## src/hw/rtl/sdfm_pkg.sv

```systemverilog
// shared types and constants of the shape distance merge block
package sdfm_pkg;

	localparam int FRAC_BITS = 14;
	localparam int ROT_BITS  = 14;

	localparam int POS_W  = 17;
	localparam int SIZE_W = 14;
	localparam int ROT_W  = 16;
	localparam int DIST_W = 18;
	localparam int KIND_W = 3;

	localparam int MW    = 22;
	localparam int WW    = 44;
	localparam int SIG_W = 21;
	localparam int DIVW  = 34;
	localparam int LEN_W = 16;

	localparam int SQ_STEPS = WW / 2;
	localparam int DV_STEPS = DIVW;

	localparam int QDEPTH = 2;
	localparam int QPTR_W = 1;
	localparam int QCNT_W = 2;

	localparam longint ONE         = longint'(1) << FRAC_BITS;
	localparam longint K_SQRT3_2   = (longint'(866025) * ONE + 500000) / 1000000;
	localparam longint CORNER_RAD  = (5 * ONE + 50) / 100;
	localparam longint LINE_HALF_W = (25 * ONE + 500) / 1000;

	localparam logic [KIND_W-1:0] KIND_LINE   = 3'd0;
	localparam logic [KIND_W-1:0] KIND_BOX    = 3'd1;
	localparam logic [KIND_W-1:0] KIND_TRI    = 3'd2;
	localparam logic [KIND_W-1:0] KIND_CIRCLE = 3'd3;
	localparam logic [KIND_W-1:0] KIND_NONE   = 3'd4;

	localparam logic REG_EXTENT_W = 1'b0;
	localparam logic REG_EXTENT_H = 1'b1;

	localparam logic [POS_W-1:0] EXTENT_RESET = POS_W'(ONE);

	typedef logic signed [WW-1:0]    wide_t;
	typedef logic signed [MW-1:0]    mop_t;
	typedef logic signed [SIG_W-1:0] sig_t;

	typedef struct packed {
		logic [KIND_W-1:0]        kind;
		logic signed [POS_W:0]    dx;
		logic signed [POS_W:0]    dy;
		logic signed [POS_W+1:0]  fqx;
		logic signed [POS_W+1:0]  fqy;
		logic [SIZE_W-1:0]        sz;
		logic signed [ROT_W-1:0]  cs;
		logic signed [ROT_W-1:0]  sn;
		logic                     first;
		logic                     last;
	} item_t;

endpackage

```

## src/hw/rtl/sdfm_queue.sv

```systemverilog
// short item queue between front end and back end
module sdfm_queue
	import sdfm_pkg::*;
(
	input  logic  clk,
	input  logic  arst_n,
	input  logic  push,
	input  item_t push_item,
	output logic  full,
	input  logic  pop,
	output item_t pop_item,
	output logic  nempty
);

	item_t             slot_q [QDEPTH];
	logic [QPTR_W-1:0] wr_q, rd_q;
	logic [QCNT_W-1:0] cnt_q;

	assign full     = (cnt_q == QCNT_W'(QDEPTH));
	assign nempty   = (cnt_q != '0);
	assign pop_item = slot_q[rd_q];

	always_ff @(posedge clk or negedge arst_n) begin
		if (!arst_n) begin
			wr_q  <= '0;
			rd_q  <= '0;
			cnt_q <= '0;
		end else begin
			if (push) wr_q <= wr_q + 1'b1;
			if (pop)  rd_q <= rd_q + 1'b1;
			case ({push, pop})
				2'b10:   cnt_q <= cnt_q + 1'b1;
				2'b01:   cnt_q <= cnt_q - 1'b1;
				default: cnt_q <= cnt_q;
			endcase
		end
	end

	always_ff @(posedge clk) begin
		if (push) slot_q[wr_q] <= push_item;
	end

endmodule

```

## config.mk

```make
export PLATFORM = sky130hd
export DESIGN_NAME = sdfm_queue
export DESIGN_NICKNAME = d
export VERILOG_FILES = /design/src/hw/rtl/sdfm_pkg.sv /design/src/hw/rtl/sdfm_queue.sv
export SDC_FILE = /design/constraint.sdc
export NUM_CORES = 1
export LEC_CHECK = 0
export ABC_AREA = 1
export BUFFER_PORTS_ARGS = -buffer_cell sky130_fd_sc_hd__clkbuf_2
export CAP_MARGIN = 20
export CORE_MARGIN = 2
export CORE_UTILIZATION = 40
export CTS_CLUSTER_SIZE = 24
export DETAILED_ROUTE_END_ITERATION = 16
export GPL_ROUTABILITY_DRIVEN = 0
export PLACE_DENSITY_LB_ADDON = 0.12
export SLEW_MARGIN = 20
export SYNTH_ARGS = -nofsm -noshare
export SYNTH_HDL_FRONTEND = slang
export SYNTH_SLANG_ARGS = --single-unit
```

## constraint.sdc

```tcl
create_clock -name clk -period 5.9 [get_ports clk]
set_clock_uncertainty 0.2 [all_clocks]
set_input_delay 0.295 -clock clk [delete_from_list [all_inputs] [get_ports clk]]
set_output_delay 0.295 -clock clk [all_outputs]
set_load 0.02 [all_outputs]
```

Yosys cells after proc, flatten, opt, wreduce, memory -nomap -nowiden
Memory sizes are Yosys's and may differ from the RTL's. Index checks and enable logic that the tools add are counted.

Register bits after elaboration: 4. Memory bits (writable): 250. Input port bits: 129. Output and inout bits: 127. Word-level logic and storage cells: 16. Memories: 1.

Add/subtract/negate cells: 4. Equal/unequal tests: 3. Mux-type cells: 3. Reduce and logical (&&, ||, !) cells: 2.

Memories: slot_q (words 2, width 125, rd ports 1, clocked after memory_dff 0, write ports 1, line sdfm_queue.sv:15) `item_t slot_q [QDEPTH];`.

Operators by type and width (number): == test 2 bit, second input constant (2); one-hot mux 2 bit (2 select lines) (1); nonzero test 2 bit (2); adder 1 bit, second input constant (2); adder 2 x 1 -> 2 bit, second input constant (1); == test 2 x 1 -> 1 bit, second input constant (1); 2-to-1 mux 1 bit (2); subtractor 2 x 1 -> 2 bit, second input constant (1).

Depth between registers and ports, before layout
Word-level depth: 2. Depth in mapped cells: 7. Depth with buffers taken out: 7.

Least setup slack after synthesis
No wires, ideal clock.

Kind: reg2reg. Start: register wr_q. End: memory slot_q[0][0] (netlist bit), enable pin. Setup time: 0.614 ns. Data arrival time: 5.607 ns. Data required time: 5.086 ns. Path slack: -0.521 ns. Stages on the path, launching flop included: 2. Path buffers: 0. Period minus slack after synthesis: 6.421 ns. Cells stage by stage: dfrtp_1 > nor2_1.

RTL lines: from (decl) (line sdfm_queue.sv:16) `logic [QPTR_W-1:0] wr_q, rd_q;`; from (signal assigned) (line sdfm_queue.sv:29) `if (push) wr_q <= wr_q + 1'b1;`; to (decl) (line sdfm_queue.sv:15).

Straight into the memory's write port.

==> out/results.tsv <==
stage	metric	value	unit
worst_setup_path	Arrival @ worst endpoint	2.96	ns
routing	DR vias	6117	
global_route	met1 Resource Use GR	19.11	%
layout	fill count	2058	
clock_network	Clock Latency Late Sink	0.51	ns
clock_network	Clock transition at path regs	0.06	ns
global_route	GRT Total Usage	14.57	%
worst_setup_path	WP data required	5.41	ns
logic_synthesis	sequential element share of the synthesized area	77.25	%
global_route	GRT overflow	0	
logic_synthesis	Yosys reg bits	254	
layout	layout cell share with drive strength beyond 1	35.21	%
placement	placed inst area	11310	um^2
clock_network	Root Buffer Master	clkbuf_16	
die	die width	160.9	um
logic_synthesis	post-synthesis area per instance	14.55	um^2
clock_network	setup bufs post-CTS	0	
timing	Max Freq	289.8	MHz
die	Initial Util	40.61	%
worst_hold_path	Hold EP	cnt_q[1]$_DFFE_PN0P_	
clock_network	H-tree depth	1	
worst_setup_path	crit-path max cell delay	1.06	ns
layout	area grow syn2layout	36.67	%
logic_synthesis	Mapped Cells	677	
clock_network	post_cts resized	0	
global_route	GR peak layer	met2	
job	max_cap viols	0	
die	core area	24250	um^2
layout	post-route cell area	13460	um^2
routing	WL/cell	13.58	um
worst_setup_path	kind of critical path	register to output pin	
layout	Final Instance Count excl. Fillers	1410	
routing	Vias/cell	4.338	
logic_synthesis	Synth Warn #	0	
clock_network	clk buf depth	3	
timing	Final Hold Violating Endpoints	0	
layout	area of the multi-input gates	1485	um^2
global_route	largest net degree at the start of global routing	157	
layout	sequential cell area	7611	um^2
die	I/O pin count	256	
global_route	initial antenna violation count	0	
die	die height	160.9	um
timing	Max Transition Viols Final	0	
worst_setup_path	Setup crit end kind	output pin	
timing	Final period util	58.48	%
power	Pleak	5.728	nW
power	Max rail drop VDD	0.3184	mV
logic_synthesis	post-synth cell types	20	
routing	drt total wl	19.15	mm
timing	relative slew slack	32.20	%
clock_network	CTS tree	built	
power	Cell Pwr Density	468.7	nW/um^2
clock_network	clk sinks	254	
placement	PortBufs	255	
logic_synthesis	synthesized cell area	9848	um^2
worst_setup_path	CP max stage cell	dfrtp_4	
timing	Worst-Margin Slew	1.017	ns
clock_network	CTS Buf Count	26	
timing	min cycle time layout	3.450	ns
placement	pre-CTS setup slack	3.083	ns
global_route	first-pass GRT wire length	30.18	mm
worst_setup_path	CP Buf/Inv Count	2	
worst_setup_path	r2r endpoint	slot_q[1][34]$_DFFE_PP_	
worst_setup_path	Setup crit start kind	register	
routing	# DRC	0	
global_route	met2 GRT Util	23.18	%
die	num rows	57	
worst_hold_path	hold path startpoint	cnt_q[1]$_DFFE_PN0P_	
worst_setup_path	reg2reg setup slack	3.26	ns
worst_setup_path	Register-to-Register Path Depth	3	
worst_setup_path	CP cell instances	buf_12 -> nand2_1 -> o21ai_2 -> clkbuf_2	
logic_synthesis	syn_nets	807	
worst_setup_path	worst reg2reg startpoint	wr_q$_DFFE_PN0P_	
worst_setup_path	CP Max Fanout	156	
timing	Final setup viols	0	
placement	placed insts	1232	
die	Die ar.	25890	um^2
layout	layout net count	1195	
worst_hold_path	hold depth	2	
run_status	status	completed	
timing	final worst-path setup slack	2.450	ns
routing	initial DRC count	313	
timing	setup_tns	0	ns
placement	hpwl dp	11.89	mm
routing	drt pass-1 iters	4	
worst_setup_path	Crit path max-delay family	flip-flops	
worst_hold_path	min-delay worst type	register to register	
global_route	M3 GR Usage	4.933	%
global_route	vias in the first global route	5956	
routing	Final ANT Viol Nets	0	
timing	RSZ-0062 raised after global routing	no	
-- worst register-to-register path: cells and delay by family, from the launching register on --
kind                   cells  cell delay, ns
and+or+nand+nor            1            0.12
buffers and inverters      2            1.47
DFF                        1            0.42
-- sequential cells by signal (all words and copies together) (netlist names) --
signal  flops
wr_q        1
rd_q        1
slot_q    250
cnt_q       2
-- cell type report --
cell class	count	area share, %
clock buffer	35	5.541
tap	324	3.012
sequential	254	56.55
inverter	131	3.672
clock inverter	13	0.7809
multi-input combinational	264	11.03
timing repair buffer	388	19.39
antenna	1	0.01859
-- layout by cell type, fill, tap and decap left out, types with 2 or more instances in the layout --
cell type,synthesis,final
buf_4,6,3
o21ai_1,31,31
xor2_1,2,2
dfrtp_1,4,3
nand2_2,10,10
dlygate4sd3_1,0,129
o21ai_2,74,74
clkinv_2,0,3
clkbuf_2,0,255
clkbuf_1,3,4
clkinv_1,0,8
inv_1,131,130
bufinv_16,0,2
edfxtp_1,250,250
clkbuf_16,0,27
clkbuf_8,0,4
nand2_1,121,121
o21ai_0,20,20
-- where the power goes --
group          leakage [nW]  total (mW)  internal [mW]  switching, mW
Clock                 0.419        1.59          0.966          0.628
Sequential             2.39        2.57           2.40          0.175
Combinational          2.92        2.14          0.662           1.48
Total                  5.73        6.31           4.03           2.28
-- stage by stage --
stage                     util, %  power [mW]  hold WS, ns
final                       55.51       6.308       0.2788
after global routing        55.50       6.671       0.2875
after CTS                   55.50       6.407       0.2800
after detailed placement    46.66       4.731     -0.08693
after global placement      46.66       4.715     -0.08605
after floorplan                 -       4.161      -0.2006
-- metal layers --
layer / wire (um) / vias to the layer above
li1: - / 3090
met1: 8367 / 2795
met2: 8647 / 199
met3: 1747 / 33
met4: 391 / 0
met5: 0 / -
-- how the worst max path moves through the flow --
| stage | start | end | slack, ns | depth (start not counted) |
|---|---|---|---|---|
| floorplan | wr_q$_DFFE_PN0P_ | slot_q[0][0]$_DFFE_PP_ | 1.58 | 1 |
| global placement | rd_q$_DFFE_PN0P_ | pop_item[1] | 3.11 | 4 |
| detailed placement | rd_q$_DFFE_PN0P_ | pop_item[1] | 3.08 | 4 |
| CTS | rd_q$_DFFE_PN0P_ | pop_item[99] | 2.46 | 4 |
| global route | rd_q$_DFFE_PN0P_ | pop_item[99] | 2.24 | 4 |
| finish | rd_q$_DFFE_PN0P_ | pop_item[99] | 2.45 | 4 |
-- cells in the mapped netlist, drive strengths merged --
cell type | instances | area (um^2)
ha | 1 | 12.51
xnor2 | 1 | 8.760
nand3 | 1 | 5.000
nand4 | 1 | 6.260
xor2 | 2 | 17.52
clkbuf | 3 | 11.26
buf | 25 | 260.2
nor2 | 2 | 7.510
edfxtp | 250 | 7507
o21ai | 125 | 903.4
nand2 | 131 | 516.8
dfrtp | 4 | 100.1
inv | 131 | 491.7
-- cell families (layout without fill, tap and decap cells) --
logic type / count (synthesis) / in the layout / synth area share [%]
xor+xnor: 3 / 3 / 0.2669
buf+inv: 159 / 567 / 7.750
fa+ha+maj: 1 / 1 / 0.1270
other cells: 0 / 1 / 0
flops: 254 / 254 / 77.25
simple gates: 135 / 135 / 5.438
compound gates: 125 / 125 / 9.173
-- timing repair --
action / in CTS / in global routing
hold endpoints to repair: 257 / 0
hold buffers: 129 / 0
endpoints found under the setup margin: 0 / 0
No activity file was read; power rests on OpenSTA's default activity.
