<file path="src/hw/rtl/sdfm_pkg.sv">
// shared types and constants of the shape distance merge block
package sdfm_pkg;

	localparam int FRAC_BITS = 14;
	localparam int ROT_BITS  = 14;

	localparam int POS_W  = 17;
	localparam int SIZE_W = 14;
	localparam int ROT_W  = 16;
	localparam int DIST_W = 18;
	localparam int KIND_W = 3;

	localparam int MW    = 22;
	localparam int WW    = 44;
	localparam int SIG_W = 21;
	localparam int DIVW  = 34;
	localparam int LEN_W = 16;

	localparam int SQ_STEPS = WW / 2;
	localparam int DV_STEPS = DIVW;

	localparam int QDEPTH = 2;
	localparam int QPTR_W = 1;
	localparam int QCNT_W = 2;

	localparam longint ONE         = longint'(1) << FRAC_BITS;
	localparam longint K_SQRT3_2   = (longint'(866025) * ONE + 500000) / 1000000;
	localparam longint CORNER_RAD  = (5 * ONE + 50) / 100;
	localparam longint LINE_HALF_W = (25 * ONE + 500) / 1000;

	localparam logic [KIND_W-1:0] KIND_LINE   = 3'd0;
	localparam logic [KIND_W-1:0] KIND_BOX    = 3'd1;
	localparam logic [KIND_W-1:0] KIND_TRI    = 3'd2;
	localparam logic [KIND_W-1:0] KIND_CIRCLE = 3'd3;
	localparam logic [KIND_W-1:0] KIND_NONE   = 3'd4;

	localparam logic REG_EXTENT_W = 1'b0;
	localparam logic REG_EXTENT_H = 1'b1;

	localparam logic [POS_W-1:0] EXTENT_RESET = POS_W'(ONE);

	typedef logic signed [WW-1:0]    wide_t;
	typedef logic signed [MW-1:0]    mop_t;
	typedef logic signed [SIG_W-1:0] sig_t;

	typedef struct packed {
		logic [KIND_W-1:0]        kind;
		logic signed [POS_W:0]    dx;
		logic signed [POS_W:0]    dy;
		logic signed [POS_W+1:0]  fqx;
		logic signed [POS_W+1:0]  fqy;
		logic [SIZE_W-1:0]        sz;
		logic signed [ROT_W-1:0]  cs;
		logic signed [ROT_W-1:0]  sn;
		logic                     first;
		logic                     last;
	} item_t;

endpackage

</file>
<file path="src/hw/rtl/sdfm_front.sv">
// front end: frame registers, beat acceptance and item classification
module sdfm_front
	import sdfm_pkg::*;
(
	input  logic                    clk,
	input  logic                    arst_n,
	input  logic                    cfg_we,
	input  logic                    cfg_index,
	input  logic [POS_W-1:0]        cfg_data,
	input  logic                    in_valid,
	output logic                    in_stall,
	input  logic [POS_W-1:0]        pixel_x,
	input  logic [POS_W-1:0]        pixel_y,
	input  logic [KIND_W-1:0]       shape_kind,
	input  logic [POS_W-1:0]        center_x,
	input  logic [POS_W-1:0]        center_y,
	input  logic [SIZE_W-1:0]       shape_size,
	input  logic signed [ROT_W-1:0] rot_cos,
	input  logic signed [ROT_W-1:0] rot_sin,
	input  logic                    first_shape,
	input  logic                    last_shape,
	input  logic                    q_full,
	output logic                    q_push,
	output item_t                   q_item
);

	logic [POS_W-1:0] extent_w_q, extent_h_q;
	logic [POS_W-2:0] hw, hh;
	logic signed [POS_W+1:0] ox, oy, ax, ay;

	always_ff @(posedge clk or negedge arst_n) begin
		if (!arst_n) begin
			extent_w_q <= EXTENT_RESET;
			extent_h_q <= EXTENT_RESET;
		end else if (cfg_we) begin
			case (cfg_index)
				REG_EXTENT_W: extent_w_q <= cfg_data;
				REG_EXTENT_H: extent_h_q <= cfg_data;
				default: ;
			endcase
		end
	end

	// frame offsets from the box centre
	assign hw = extent_w_q[POS_W-1:1];
	assign hh = extent_h_q[POS_W-1:1];
	assign ox = $signed({2'b00, pixel_x}) - $signed({3'b000, hw});
	assign oy = $signed({2'b00, pixel_y}) - $signed({3'b000, hh});
	assign ax = (ox < 0) ? -ox : ox;
	assign ay = (oy < 0) ? -oy : oy;

	always_comb begin
		q_item.dx    = $signed({1'b0, pixel_x}) - $signed({1'b0, center_x});
		q_item.dy    = $signed({1'b0, pixel_y}) - $signed({1'b0, center_y});
		q_item.fqx   = ax - $signed({3'b000, hw});
		q_item.fqy   = ay - $signed({3'b000, hh});
		q_item.sz    = shape_size;
		q_item.cs    = rot_cos;
		q_item.sn    = rot_sin;
		q_item.first = first_shape;
		q_item.last  = last_shape;
		case (shape_kind)
			KIND_LINE:   q_item.kind = KIND_LINE;
			KIND_BOX:    q_item.kind = KIND_BOX;
			KIND_TRI:    q_item.kind = KIND_TRI;
			KIND_CIRCLE: q_item.kind = KIND_CIRCLE;
			default:     q_item.kind = KIND_NONE;
		endcase
	end

	assign in_stall = q_full;
	assign q_push   = in_valid && !q_full;

endmodule

</file>
<file path="config.mk">
export PLATFORM = sky130hd
export DESIGN_NAME = sdfm_front
export DESIGN_NICKNAME = d
export VERILOG_FILES = /design/src/hw/rtl/sdfm_pkg.sv /design/src/hw/rtl/sdfm_front.sv
export SDC_FILE = /design/constraint.sdc
export NUM_CORES = 1
export LEC_CHECK = 0
export BUFFER_PORTS_ARGS = -buffer_cell sky130_fd_sc_hd__buf_2
export CAP_MARGIN = 20
export CORE_UTILIZATION = 35
export DETAILED_ROUTE_END_ITERATION = 8
export HOLD_SLACK_MARGIN = 0.12
export PLACE_DENSITY_LB_ADDON = 0.08
export REMOVE_ABC_BUFFERS = 1
export SLEW_MARGIN = 20
export SYNTH_ARGS = -nofsm -noshare
export SYNTH_HDL_FRONTEND = slang
export SYNTH_SLANG_ARGS = --single-unit
</file>
<file path="constraint.sdc">
create_clock -name clk -period 6.8 [get_ports clk]
set_clock_uncertainty 0.1 [all_clocks]
set_input_delay 0.34 -clock clk [delete_from_list [all_inputs] [get_ports clk]]
set_output_delay 0.34 -clock clk [all_outputs]
set_load 0.05 [all_outputs]
</file>
# After elaboration in Yosys (flattened, before gate mapping)
# Index checks and enable logic that the tools add are counted.
# W data, S select, Z words.
# word_totals
output_inout_bits	127
regBits	34
word_cells	24
# op_classes
n_eq_ne	3
order_cmp	2
n_reduce_logical	5
bitwise	1
mux	3
n_addsub	8
# ops
op	count
$mux W19	2
$neg A18 Y19	2
$sub A19 B17 Y19	2
$lt A18 B1 Y1 const B	2
$sub A17 B16 Y18	2
$sub A17 B17 Y18	2
$pmux W3 S4	1
$eq A3 B2 Y1 const B	2
$reduce_and A2 Y1	2
$eq A3 B1 Y1 const B	1
$logic_not A3 Y1	1
$logic_and A1 B1 Y1	1
$logic_not A1 Y1	1
$not A1 Y1	1

# Logic depth before layout (Yosys ltp)
# Gate-level depths: netlist of the first run.
# depth
ltp_word	4
ltp_mapped	23
ltp_nobuf	22

# Worst setup path after synthesis of the first run
# Ideal clock, no wire load.
# synth_timing
kind	register -> output
from	reg extent_h_q[7]
to	out q_item[65] in the netlist's numbering
path_buffers	1
arrival_ns	5.453
setup_slack_ns	0.907
stages_incl_launch_ff	23
cell_sequence	dfrtp_1 > inv_1 > ha_1 > a21o_1 > a211o_1 > nand2b_1 > o21ai_1 > a21oi_1 > o21a_1 > or3_1 > clkbuf_1 > a21oi_1 > ha_1 > nor2b_1 > o21ai_0 > a21boi_0 > o211ai_1 > a21oi_1 > o31ai_1 > o21ai_0 > o21a_1 > o21a_1 > nor3_1
# synth_lines
element	line_no	rtl
start: declaration	sdfm_front.sv:27	logic [POS_W-1:0] extent_w_q, extent_h_q;
start signal: assignment	sdfm_front.sv:38	REG_EXTENT_H: extent_h_q <= cfg_data;
end: declaration	sdfm_front.sv:24	output item_t q_item

==> impl_metrics.tcl, run 1 <==
set metrics [dict create \
    synth.largest_area_cell "ha_1" \
    cp.arrival_ps 5720 \
    grt_pass1_wl_um 29400 \
    core-area_um2 19000 \
    numCtsBuffers 5 \
    syn_to_final_growth_pct 14.3 \
    ys_seq_elements 32 \
    yosysSeqAreaShare_pct 11.6 \
    instances_no_fill 1286 \
    fp.dieH_um 142 \
    fin_util_pct 41.5 \
    gp_congestion 0.811 \
    synthTopCellsByArea "ha_1, dfrtp_1, xnor2_1" \
    firstDrtPassIters 5 \
    io_pins 269 \
    grt_pass1_vias 5957 \
    multi_input_comb_area_um2 5330 \
    drt.antenna.violating_nets 0 \
    async_reset_ff_share_pct 100 \
    via_per_inst 4.94 \
    p_per_area_nw_per_um2 451 \
    insertion_delay_ps 280 \
    dp_slack_ps 763 \
    rsz0062_at_grt "no" \
    yosys-top-cells-count "ha_1, inv_1, nor2_1, xnor2_1, o21ai_0" \
    cts_root_buf "clkbuf_16" \
    place_inst 1277 \
    max_freq_mhz 162 \
    num_vias 6351 \
    grt_max_degree 33 \
    cp-start-kind "flip-flop" \
    fin_nets 1273 \
    hold_class "in -> reg" \
    cpMostUsedCell "a21oi_1" \
    synth.top_cell.area_share_pct 18.1 \
    end_kind "primary output" \
    cts_tree "yes" \
    synth.avg_cell_area_um2 7.62 \
    status "completed" \
    yosysWarnings 0 \
    cpMaxStageDelayCell "a211o_2" \
    worstMarginPinSlew_ps 707 \
    post_cts_buffers 0 \
    hp-start "cfg_data[13]" \
    routed_wl_um 18800 \
    grtUsageTotal_pct 18.5 \
    power.total_mw 3.55 \
    ys.flop_type "dfrtp_1" \
    antennaDiodeCount 0 \
    synth_area_um2 6900 \
    fin_ws_ps 641 \
    dieArea_um2 20300 \
    slew_violations 0 \
    drive_gt1_share_pct 21.7 \
    slowest_delay_ps 460 \
    placementRows 50 \
    cp_cell_sequence "inv_1 -> ha_1 -> nor2b_1 -> o31a_1 -> o21ai_1 -> a31oi_4 -> nand3_1 -> a32oi_1 -> a211o_2 -> nor2_1 -> a21oi_1 -> fa_1 -> a21o_1 -> a21oi_1 -> nor2b_1 -> nor2_1 -> o21ai_0 -> a41oi_1 -> a21oi_1 -> a311o_1 -> a31oi_1 -> xor2_1 -> buf_2" \
    cts_buffer_depth 2 \
    htreeDepth 2 \
    io_buffers 171 \
    clkSlewWorstSetupHoldPaths_ps 50 \
    peakVddDrop_mv 0.286 \
    fillers 2040 \
    max-cap-violations 0 \
    yosysMostFrequentCell "ha_1" \
    seq_area_um2 803 \
    leakagePower_nw 3.80 \
    min_period_ps 6160 \
    crit_required_ps 6360 \
    drtIter0Drc 166 \
    route.detailed.wl_per_inst_um 14.7 \
    grt-ovfl-total 0 \
    dp_hpwl_um 16400 \
    finalCritPeriodShare_pct 90.6 \
    syn_inst 905 \
    die_w_um 142 \
    worstSetupStartpoint "extent_w_q[2]$_DFFE_PN0P_" \
    ys_types 73 \
    antenna_found_initial 0 \
    r2r-start "extent_w_q[2]$_DFFE_PN0P_" \
    synth-edff-count 0 \
    cts_sinks 32 \
    slew_headroom_pct 52.9 \
    tns_ps 0 \
    finalSetupViolCount 0 \
    final_hold_viol_count 0 \
    drcViolationCount 0 \
    path_class "reg -> out" \
    path_max_fanout 7 \
    initial_core_util_pct 36.3 \
]
-- worst max-delay path, delay by kind of cell, from the launching register on --
kind | cells | cell delay, ps
and+or+nand+nor | 5 | 570
xor gates and xnor gates | 1 | 150
adders and majority gates | 2 | 690
AOI/OAI and AO/OA | 13 | 3150
buffers and inverters | 2 | 440
DFF | 1 | 410
-- sequential cells by signal, indices dropped and copies added, names as in the netlist --
register	flops
extent_w_q	16
extent_h_q	16
-- per-layer routing --
layer / routed length [um] / vias up / GRT usage [%]
met4: 203 / 4 / 4.30
met1: 8740 / 2728 / 23.2
met2: 8080 / 211 / 29.6
met3: 1730 / 17 / 6.59
met5: 93 / - / 4.51
li1: - / 3391 / -
-- through the flow --
step / hold WS, ps / area (um2)
3_5_place_dp: 335 / 7680
3_3_place_gp: 337 / 7680
4_1_cts: 184 / 7870
5_1_grt: 200 / 7890
6_report: 187 / 7890
2_1_floorplan: -55.6 / 6480
-- final cells by class --
class	count	share of cell area, %
Inverter	98	4.67
Tap cell	260	4.13
Multi-Input combinational cell	714	67.5
Clock buffer	7	1.94
Timing Repair Buffer	174	11.2
Sequential cell	32	10.2
Clock inverter	1	0.381
-- repair_timing --
| action | CTS | global route |
|---|---|---|
| gates resized for setup | 0 | 2 |
| hold buffers | 1 | 0 |
| endpoints found under the hold margin | 30 | 0 |
| setup endpoints to repair | 0 | 4 |
-- power breakdown --
group | switching (mW) | leakage [nW] | internal [mW]
clock | 0.0774 | 0.0901 | 0.193
sequential | 0.0131 | 0.381 | 0.218
combinational | 2.13 | 3.33 | 0.924
total | 2.22 | 3.80 | 1.34
-- cells in the final DEF, fill, tap and decap left out, types with 3 or more instances in the layout --
| master | instances |
|---|---|
| mux2_2 | 17 |
| o211ai_1 | 4 |
| a31oi_1 | 9 |
| a21oi_1 | 49 |
| a211oi_1 | 6 |
| o21ai_0 | 62 |
| and3_1 | 6 |
| a21o_1 | 19 |
| o21a_1 | 19 |
| clkbuf_16 | 5 |
| a21boi_0 | 11 |
| nor4_1 | 5 |
| fa_1 | 6 |
| or2_2 | 3 |
| nand2_1 | 59 |
| dfrtp_1 | 30 |
| o21bai_1 | 3 |
| nand3_1 | 20 |
| o31ai_1 | 5 |
| nor2_1 | 71 |
| nor3_1 | 28 |
| buf_2 | 171 |
| o2111ai_1 | 5 |
| nand4b_1 | 4 |
| o31a_1 | 3 |
| a41oi_1 | 4 |
| nand2b_1 | 5 |
| a211o_1 | 4 |
| inv_1 | 97 |
| ha_1 | 100 |
| and2_1 | 6 |
| xnor2_1 | 71 |
| or3_1 | 12 |
| o21ai_1 | 4 |
| xor2_1 | 23 |
| nor2b_1 | 25 |
| a2111oi_0 | 5 |
-- kinds of logic (layout without fill, tap and decap cells) --
family                     count (synthesis)  after routing  synth area share, %
and+or+nand+nor                          257            257                 18.4
muxes                                     17             17                 2.78
AOI/OAI and AO/OA                        240            240                 24.0
DFF                                       32             32                 11.6
adders and majority gates                106            106                 19.9
buffers and inverters                    159            280                 11.3
xor gates and xnor gates                  94             94                 11.9
-- worst paths after layout --
| kind | to | slack (ps) | depth (start not counted) |
|---|---|---|---|
| worst max-delay path | q_item[83] | 640 | 23 |
| worst min-delay path | extent_w_q[13]$_DFFE_PN0P_ | 190 | 3 |
| worst max register to register | extent_w_q[2]$_DFFE_PN0P_ | 5880 | 2 |
| worst min register to register | extent_h_q[15]$_DFFE_PN0P_ | 400 | 1 |
| max in group asynchronous | extent_w_q[15]$_DFFE_PN0P_ | 5580 | 2 |
| min in group asynchronous | extent_w_q[1]$_DFFE_PN0P_ | 550 | 2 |
No activity file was read; power rests on OpenSTA's default activity.
==> inputs of run 2 (changes only) <==
- CORE_UTILIZATION: 35 -> 45
==> impl_metrics.tcl, run 2 (synthesis gave the netlist of run 1 again) <==
set metrics [dict create \
    antennaDiodeCount 0 \
    layout_common_cells "buf_2, ha_1, inv_1, nor2_1, xnor2_1" \
    gp_congestion 0.774 \
    max_freq_mhz 160 \
    drt.antenna.violating_nets 0 \
    die_w_um 126 \
    leakagePower_nw 3.77 \
    via_per_inst 5.32 \
    cpMaxStageDelayCell "fa_1" \
    p_per_area_nw_per_um2 448 \
    grt-ovfl-total 0 \
    final_common_cell "buf_2" \
    routed_wl_um 18200 \
    fillers 1553 \
    placementRows 44 \
    grtUsageTotal_pct 22.9 \
    worstMarginPinSlew_ps 1010 \
    cp_cell_sequence "inv_1 -> ha_1 -> clkinv_1 -> a2111oi_0 -> o21ai_1 -> a31oi_4 -> nand3_1 -> a32oi_1 -> a211o_1 -> a21oi_1 -> fa_1 -> a21o_1 -> a21oi_1 -> nor2b_1 -> nor2_1 -> o21ai_0 -> a41oi_1 -> a21oi_1 -> a311o_1 -> a31oi_1 -> xor2_1 -> buf_2" \
    finalSetupViolCount 0 \
    cpMostUsedCell "a21oi_1" \
    end_kind "primary output" \
    slowest_delay_ps 450 \
    cts_tree "yes" \
    firstDrtPassIters 4 \
    drive_gt1_share_pct 21.3 \
    cts_sinks 32 \
    finalCritPeriodShare_pct 92.1 \
    drtIter0Drc 246 \
    path_max_fanout 7 \
    insertion_delay_ps 270 \
    worst-path-buf-inv 3 \
    dp_hpwl_um 15900 \
    antenna_found_initial 0 \
    grt_max_degree 33 \
    critPathTopFamily "compound AO/OA/AOI/OAI gates" \
    cts_root_buf "clkbuf_16" \
    cp-start-kind "flip-flop" \
    top_regs "extent_h_q: 16 flops, extent_w_q: 16 flops" \
    slew_violations 0 \
    dieArea_um2 15800 \
    rsz0062_at_grt "no" \
    htreeDepth 2 \
    post_cts_buffers 0 \
    final_hold_viol_count 0 \
    num_vias 6434 \
    grt_pass1_wl_um 28700 \
    dpl-instance-area_um2 7590 \
    route.detailed.wl_per_inst_um 15.1 \
    design_area_um2 7730 \
    numCtsBuffers 5 \
    slew_headroom_pct 32.6 \
    path_class "reg -> out" \
    core-area_um2 14800 \
    cts_buffer_depth 2 \
    clkSlewWorstSetupHoldPaths_ps 50 \
    fin_nets 1273 \
    syn_to_final_growth_pct 12.1 \
    min_period_ps 6260 \
    status "completed" \
    cp.arrival_ps 5820 \
    crit_required_ps 6360 \
    io_buffers 171 \
    hold_class "in -> reg" \
    io_pins 269 \
    drcViolationCount 0 \
    tns_ps 0 \
    peakVddDrop_mv 0.244 \
    grt_pass1_vias 5965 \
    initial_core_util_pct 46.7 \
    max-cap-violations 0 \
    fp.dieH_um 126 \
]
==> run 2: area by class of cell <==
cell class                      instances  area [um2]  share of cell area, %
Inverter                               98         368                   4.76
Sequential cell                        32         803                   10.4
Tap cell                              184         230                   2.98
Multi-Input combinational cell        714        5310                   68.8
Timing Repair Buffer                  174         881                   11.4
Clock buffer                            7         133                   1.72
==> run 2: where the power goes <==
group | switching, mW | internal (mW)
clock network | 0.0713 | 0.133
logic | 2.11 | 0.921
registers | 0.0128 | 0.218
total | 2.19 | 1.27
==> run 2: through the flow <==
stage                     hold WS (ps)  setup WS [ps]  std cells  util (%)  power, mW
after floorplan                  -55.6            946        844         -       2.67
after global placement             325            821       1201      51.4       3.26
after detailed placement           328            795       1201      51.4       3.27
after CTS                          184            533       1209      52.4       3.49
after global routing               202           22.1       1209      52.4       3.72
final                              187            536       1209      52.4       3.47
==> run 2: tightest hold or removal path, stage by stage <==
cell and delay, ps:
buf_2 90, nand2_1 40, o21ai_0 60
==> run 2: path summary, 6_finish.rpt <==
| kind | to | slack [ps] | startpoint | depth (start not counted) |
|---|---|---|---|---|
| max | q_item[83] | 540 | extent_w_q[8]$_DFFE_PN0P_ | 22 |
| min | extent_w_q[7]$_DFFE_PN0P_ | 190 | cfg_data[7] | 3 |
| max reg2reg | extent_w_q[1]$_DFFE_PN0P_ | 5860 | extent_w_q[1]$_DFFE_PN0P_ | 1 |
| min reg2reg | extent_h_q[5]$_DFFE_PN0P_ | 400 | extent_h_q[5]$_DFFE_PN0P_ | 1 |
| max in group asynchronous | extent_w_q[16]$_DFFE_PN0P_ | 5580 | arst_n | 2 |
| min in group asynchronous | extent_w_q[1]$_DFFE_PN0P_ | 560 | arst_n | 2 |
==> run 2: repair_timing <==
action	CTS	global route
hold buffers	1	0
gates resized for setup	0	0
hold endpoints to repair	30	0
==> run 2: routing by layer <==
layer | track usage [%] | wire [um]
met1 | 26.3 | 7910
met2 | 37.4 | 7870
met3 | 12.1 | 2170
met4 | 4.04 | 127
met5 | 5.88 | 129
